## config.mk

```make
export PLATFORM = sky130hd
export DESIGN_NAME = cbv_div
export DESIGN_NICKNAME = d
export VERILOG_FILES = /design/src/hw/rtl/cbv_pkg.sv /design/src/hw/rtl/cbv_div.sv
export SDC_FILE = /design/constraint.sdc
export NUM_CORES = 1
export LEC_CHECK = 0
export BUFFER_PORTS_ARGS = -buffer_cell sky130_fd_sc_hd__buf_2
export CAP_MARGIN = 0
export CORE_MARGIN = 8
export CORE_UTILIZATION = 55
export DETAILED_ROUTE_END_ITERATION = 12
export PLACE_DENSITY = 0.84
export SYNTH_ARGS = -nofsm -noshare
export SYNTH_HDL_FRONTEND = slang
export SYNTH_SLANG_ARGS = --single-unit
```

## constraint.sdc

```tcl
create_clock -name clk -period 10 [get_ports clk]
set_input_delay 1 -clock clk [delete_from_list [all_inputs] [get_ports clk]]
set_output_delay 1 -clock clk [all_outputs]
set_load 0.05 [all_outputs]
```

## src/hw/rtl/cbv_pkg.sv

```systemverilog
`timescale 1ns / 1ps
package cbv_pkg;

	localparam int MAX_SIDES_DEF = 8;

	localparam int NRM_W = 16;
	localparam int CRD_W = 22;
	localparam int TOL_W = 16;
	localparam int CFG_W = 32;

	// numerator sum and triple product widths, with headroom for three terms
	localparam int NUM_W = 53;
	localparam int DEN_W = 46;

	// quotient carries one extra fraction bit for rounding
	localparam int QUO_W = CRD_W + 1;

	localparam logic signed [CRD_W-1:0] CRD_MAX = {1'b0, {(CRD_W-1){1'b1}}};
	localparam logic signed [CRD_W-1:0] CRD_MIN = {1'b1, {(CRD_W-1){1'b0}}};

	localparam logic REG_TOL = 1'b0;
	localparam logic REG_THR = 1'b1;

	typedef struct packed {
		logic signed [NRM_W-1:0] nx;
		logic signed [NRM_W-1:0] ny;
		logic signed [NRM_W-1:0] nz;
		logic signed [CRD_W-1:0] dval;
	} plane_t;

endpackage

```

## src/hw/rtl/cbv_div.sv

```systemverilog
`timescale 1ns / 1ps
module cbv_div (
	input  logic                                clk,
	input  logic                                arst_n,
	input  logic                                start,
	input  logic signed [cbv_pkg::NUM_W-1:0]    num,
	input  logic signed [cbv_pkg::DEN_W-1:0]    den,
	output logic                                done,
	output logic signed [cbv_pkg::CRD_W-1:0]    quot
);
	import cbv_pkg::*;

	localparam int FRAC_SH = 15;
	localparam int PRE_W   = QUO_W - FRAC_SH;
	localparam int STEP_W  = $clog2(QUO_W + 1);
	localparam int CMP_W   = NUM_W + PRE_W;
	localparam logic [QUO_W-1:0] POS_LIM = QUO_W'((1 << (CRD_W - 1)) - 1);
	localparam logic [QUO_W-1:0] NEG_LIM = QUO_W'(1 << (CRD_W - 1));

	logic              busy_q, neg_q, done_q;
	logic [DEN_W-1:0]  ud_q, rem_q;
	logic [QUO_W-1:0]  sh_q, quo_q;
	logic [STEP_W-1:0] step_q;
	logic signed [CRD_W-1:0] quot_q;

	logic [NUM_W-1:0] un;
	logic [DEN_W-1:0] ud;
	logic [DEN_W:0]   trial;
	logic             take, sat;
	logic [QUO_W:0]   qr;
	logic [QUO_W-1:0] qh;

	always_comb begin
		un    = num[NUM_W-1] ? (~num + 1'b1) : num;
		ud    = den[DEN_W-1] ? (~den + 1'b1) : den;
		sat   = CMP_W'(un) >= CMP_W'({ud, {PRE_W{1'b0}}});
		trial = {rem_q, sh_q[QUO_W-1]};
		take  = trial >= {1'b0, ud_q};
		qr    = {1'b0, quo_q} + (QUO_W+1)'(1);
		qh    = qr[QUO_W:1];
	end

	always_ff @(posedge clk or negedge arst_n) begin
		if (!arst_n) begin
			busy_q <= 1'b0;
			done_q <= 1'b0;
		end else begin
			done_q <= 1'b0;
			if (start) begin
				neg_q  <= num[NUM_W-1] ^ den[DEN_W-1];
				ud_q   <= ud;
				rem_q  <= DEN_W'(un >> PRE_W);
				sh_q   <= {un[PRE_W-1:0], {FRAC_SH{1'b0}}};
				quo_q  <= '0;
				step_q <= STEP_W'(QUO_W);
				if (un == '0) begin
					quot_q <= '0;
					done_q <= 1'b1;
				end else if (sat) begin
					quot_q <= (num[NUM_W-1] ^ den[DEN_W-1]) ? CRD_MIN : CRD_MAX;
					done_q <= 1'b1;
				end else begin
					busy_q <= 1'b1;
				end
			end else if (busy_q) begin
				if (step_q != '0) begin
					if (take) begin
						rem_q <= DEN_W'(trial - {1'b0, ud_q});
					end else begin
						rem_q <= trial[DEN_W-1:0];
					end
					quo_q  <= {quo_q[QUO_W-2:0], take};
					sh_q   <= {sh_q[QUO_W-2:0], 1'b0};
					step_q <= step_q - 1'b1;
				end else begin
					// round half up on the extra bit, then clamp
					busy_q <= 1'b0;
					done_q <= 1'b1;
					if (neg_q) begin
						quot_q <= (qh > NEG_LIM) ? CRD_MIN : -$signed(qh[CRD_W-1:0]);
					end else begin
						quot_q <= (qh > POS_LIM) ? CRD_MAX : $signed(qh[CRD_W-1:0]);
					end
				end
			end
		end
	end

	assign done = done_q;
	assign quot = quot_q;

endmodule

```

==> metrics.yaml <==
outcome:
  status: "complete, no violations"
routing:
  drt-initial-drc-count: 2048
  drc: 0
  vias: 15000
  wire_per_inst_um: 21.0
  viasPerCell: 6.50
  wl_mm: 48.3
  postRouteAntennaNets: 0
  dr.pass1.iters: 7
floorplan:
  rows: 61
  core_um2: 27800
  die_y_um: 184
  io_pins: 125
  die-area_um2: 33800
  initial_utilization_pct: 55.7
  die_w_um: 184
global_route:
  grtUsageTotal_pct: 27.8
  grt_pass1_wl_mm: 74.7
  grt_pass1_vias: 13700
  grt-ovfl-total: 0
  grt_antenna_before_repair: 14
  grt_max_degree: 79
final_layout:
  final_nets: 2101
  drive_gt1_share_pct: 11.2
  syn_to_final_growth_pct: 9.02
  layout.cells.non_filler: 2299
  fillers: 2464
place:
  io_buffers: 124
  gp_congestion: 1.00
  dp_cells: 2260
  dpl.hpwl_mm: 36.6
worst_setup_path:
  arrival_ps: 6430
  critical_path_required_ps: 10050
  r2r_start: "rem_q[15]"
  worstSetupEndpointType: "flip-flop"
  ff2ff_setup_slack_ps: 5230
  worstSetupPathType: "in2reg"
  reg2reg_depth: 11
  regToRegEndpoint: "rem_q[38]"
  critPathLaunchType: "input pin"
  path_cells: "buf_2, nor4_1, nand4b_1, or4_1, or3_1, or3_1, nor3_1, nor2_1, xnor2_1, ha_1, nand3_1, nor3_1, and2_1, o311ai_0, nand3_1, a31oi_1, a21boi_2"
  max_stage_delay_ps: 890
  critPathMaxFanout: 22
  critPathSlowestCell: "a21boi_2"
cts:
  ctsResizeCount: 0
  clockRootBuffer: "clkbuf_16"
  htree_levels: 4
  cts_tree: "yes"
  clk_pin_slew_ps: 70
  max-clock-path-buffers: 2
  post_cts_buffers: 0
  cts_buffers: 17
  cts_hold_buf: 0
  cts.sinks: 168
  insertion_delay_ps: 440
timing:
  fin_crit_sh_pct: 63.8
  skew_ps: 13.2
  tightest_slew_ps: 1180
  setup_violations: 0
  final_hold_viol_count: 0
  fin_hold_ws_ps: 573
  slew_headroom_pct: 21.1
  slew_viol_final: 0
  post-route-min-period_ps: 6380
  finalSetupTns_ps: 0
  fmax_mhz: 157
  rsz0062_at_grt: "false"
synthesis:
  async_flop_share_pct: 1.19
  syn_avg_cell_area_um2: 8.36
  yosys_warnings: 0
  netlist_area_um2: 15500
  synth_nets: 2053
  yosys.area.top_type_share_pct: 32.2
  synth_area_leaders: "edfxtp_1 (32%), ha_1 (7.8%), nand2_1 (5.3%), a21oi_1 (4.8%), xnor2_1 (4.8%)"
  synth_edf_count: 166
  postSynthCellCount: 1853
  yosysSeqAreaShare_pct: 32.5
  synth-main-ff-cell: "edfxtp_1"
  ys_ff_latch: 168
  synthDistinctLibCells: 86
  yosys.area.top_type: "edfxtp_1"
hold_path:
  hp-class: "reg2reg"
  holdCritStartpoint: "sh_q[17]"
  hold_depth: 2
  hold_end: "sh_q[18]"
power_and_ir_drop:
  power.switching_uw: 994
  comb_power_share_pct: 38.9
  finalPower_uw: 2610
  clkPwrFrac_pct: 26.0
  internal-power_uw: 1620
  p_leak_uw: 0.00664
  power_frac_seq_pct: 35.1
  swShare_pct: 38.0
  ir_worst_vdd_v: 0.0000871
  power_density_nw_per_um2: 155
run:
  maxCapViolCount: 0
layout make-up:
cell class / instances / area, um2 / area share, %
flip-flops and latches: 168 / 5030 / 29.8
well taps: 378 / 473 / 2.80
repair buffers: 137 / 721 / 4.27
inverters: 135 / 507 / 3.00
diodes: 7 / 17.5 / 0.104
multi-input cells: 1442 / 9540 / 56.5
clock buffers: 18 / 429 / 2.54
clock inverters: 14 / 160 / 0.949
power by group through the flow:
stage / Combinational, uW / Sequential [uW] / Clock (uW)
2_1_floorplan: 713 / 923 / 0
3_3_place_gp: 954 / 926 / 0
3_5_place_dp: 979 / 929 / 0
4_1_cts: 989 / 914 / 683
5_1_grt: 1100 / 924 / 713
6_report: 1020 / 916 / 681
routing by layer:
layer  vias to the layer above  global-route usage [%]  share of wire, %
met2                       708                    44.2                46
li1                       6973                       -                 -
met4                        16                    12.3               3.7
met5                         -                       0              0.21
met3                       130                    6.09               8.8
met1                      7123                    36.1                41
state kept, by name, indices dropped and copies added, names as in the netlist, 5 cells and up:
| name | cells |
|---|---|
| rem_q | 46 |
| ud_q | 46 |
| quo_q | 23 |
| sh_q | 23 |
| quot | 22 |
| step_q | 5 |
worst max-delay path: cells and delay by family:
kind | cells | cell delay, ps
buffers and inverters | 1 | 130
AOI/OAI and AO/OA | 3 | 1150
xor gates and xnor gates | 1 | 180
adders and majority gates | 1 | 320
and+or+nand+nor | 11 | 3640
logic make-up (layout without fill, tap and decap cells):
family / after synthesis / count (layout) / share of synthesized area (%)
other: 0 / 7 / 0
DFF: 168 / 168 / 32.5
AOI/OAI and AO/OA: 530 / 530 / 22.5
adders and majority gates: 98 / 98 / 7.97
xor gates and xnor gates: 156 / 156 / 8.82
muxes: 16 / 16 / 1.11
buffers and inverters: 243 / 304 / 6.04
and+or+nand+nor: 642 / 642 / 21.0
layout by cell type (no fill, tap or decap), drive strengths merged, types with 11 or more instances in the layout:
master	n
nor2	103
o221ai	12
xnor2	84
o21ai	122
nor2b	17
a31oi	18
ha	97
o21a	11
buf	137
a21oi	148
edfxtp	166
or4	21
nand3	43
clkbuf	18
nand4	42
xor2	72
o211ai	14
nor3	46
or3	29
nand2b	18
o41ai	18
inv	141
and2	16
nor4	31
a211oi	18
nand2	219
o31ai	28
a21o	38
synth_stat cells (8+ instances only):
| cell | count |
|---|---|
| a22o_1 | 10 |
| o211ai_1 | 14 |
| or3_1 | 28 |
| o21bai_1 | 10 |
| nor2_1 | 103 |
| ha_1 | 97 |
| o41ai_1 | 17 |
| nor4_1 | 30 |
| nand3_1 | 43 |
| and4_1 | 8 |
| buf_1 | 12 |
| nand2_1 | 219 |
| nand4b_1 | 9 |
| nand4_1 | 42 |
| or4_1 | 19 |
| xor2_1 | 72 |
| a21oi_1 | 148 |
| nand2b_1 | 18 |
| a21o_1 | 37 |
| o31ai_1 | 24 |
| a22oi_1 | 8 |
| inv_1 | 135 |
| clkbuf_1 | 92 |
| or2_2 | 8 |
| xnor2_1 | 84 |
| a211oi_1 | 18 |
| o2111ai_1 | 8 |
| o221ai_1 | 8 |
| o21ai_0 | 117 |
| mux2_2 | 9 |
| and2_1 | 15 |
| a31oi_1 | 18 |
| and3_1 | 10 |
| nor2b_1 | 17 |
| edfxtp_1 | 166 |
| nor3_1 | 45 |
| o21a_1 | 11 |
worst max-delay path by stage:
stage / endpoint / startpoint / cells after the start
final: quot[6] / den[2] / 17
after global routing: quot[1] / den[2] / 18
after CTS: quot[5] / den[2] / 17
after detailed placement: quot[4] / den[2] / 17
after global placement: quot[3] / den[2] / 17
after floorplan: quot[0] / den[2] / 15
through the flow:
stage / util, % / worst slack [ps] / instance area (um2)
floorplan: - / 3360 / 15500
global placement: 58.6 / 3420 / 16300
detailed placement: 58.6 / 3240 / 16300
CTS: 60.7 / 3670 / 16900
global route: 60.8 / 3280 / 16900
finish: 60.8 / 3620 / 16900
Note: power is estimated with default switching activity, not from simulation.
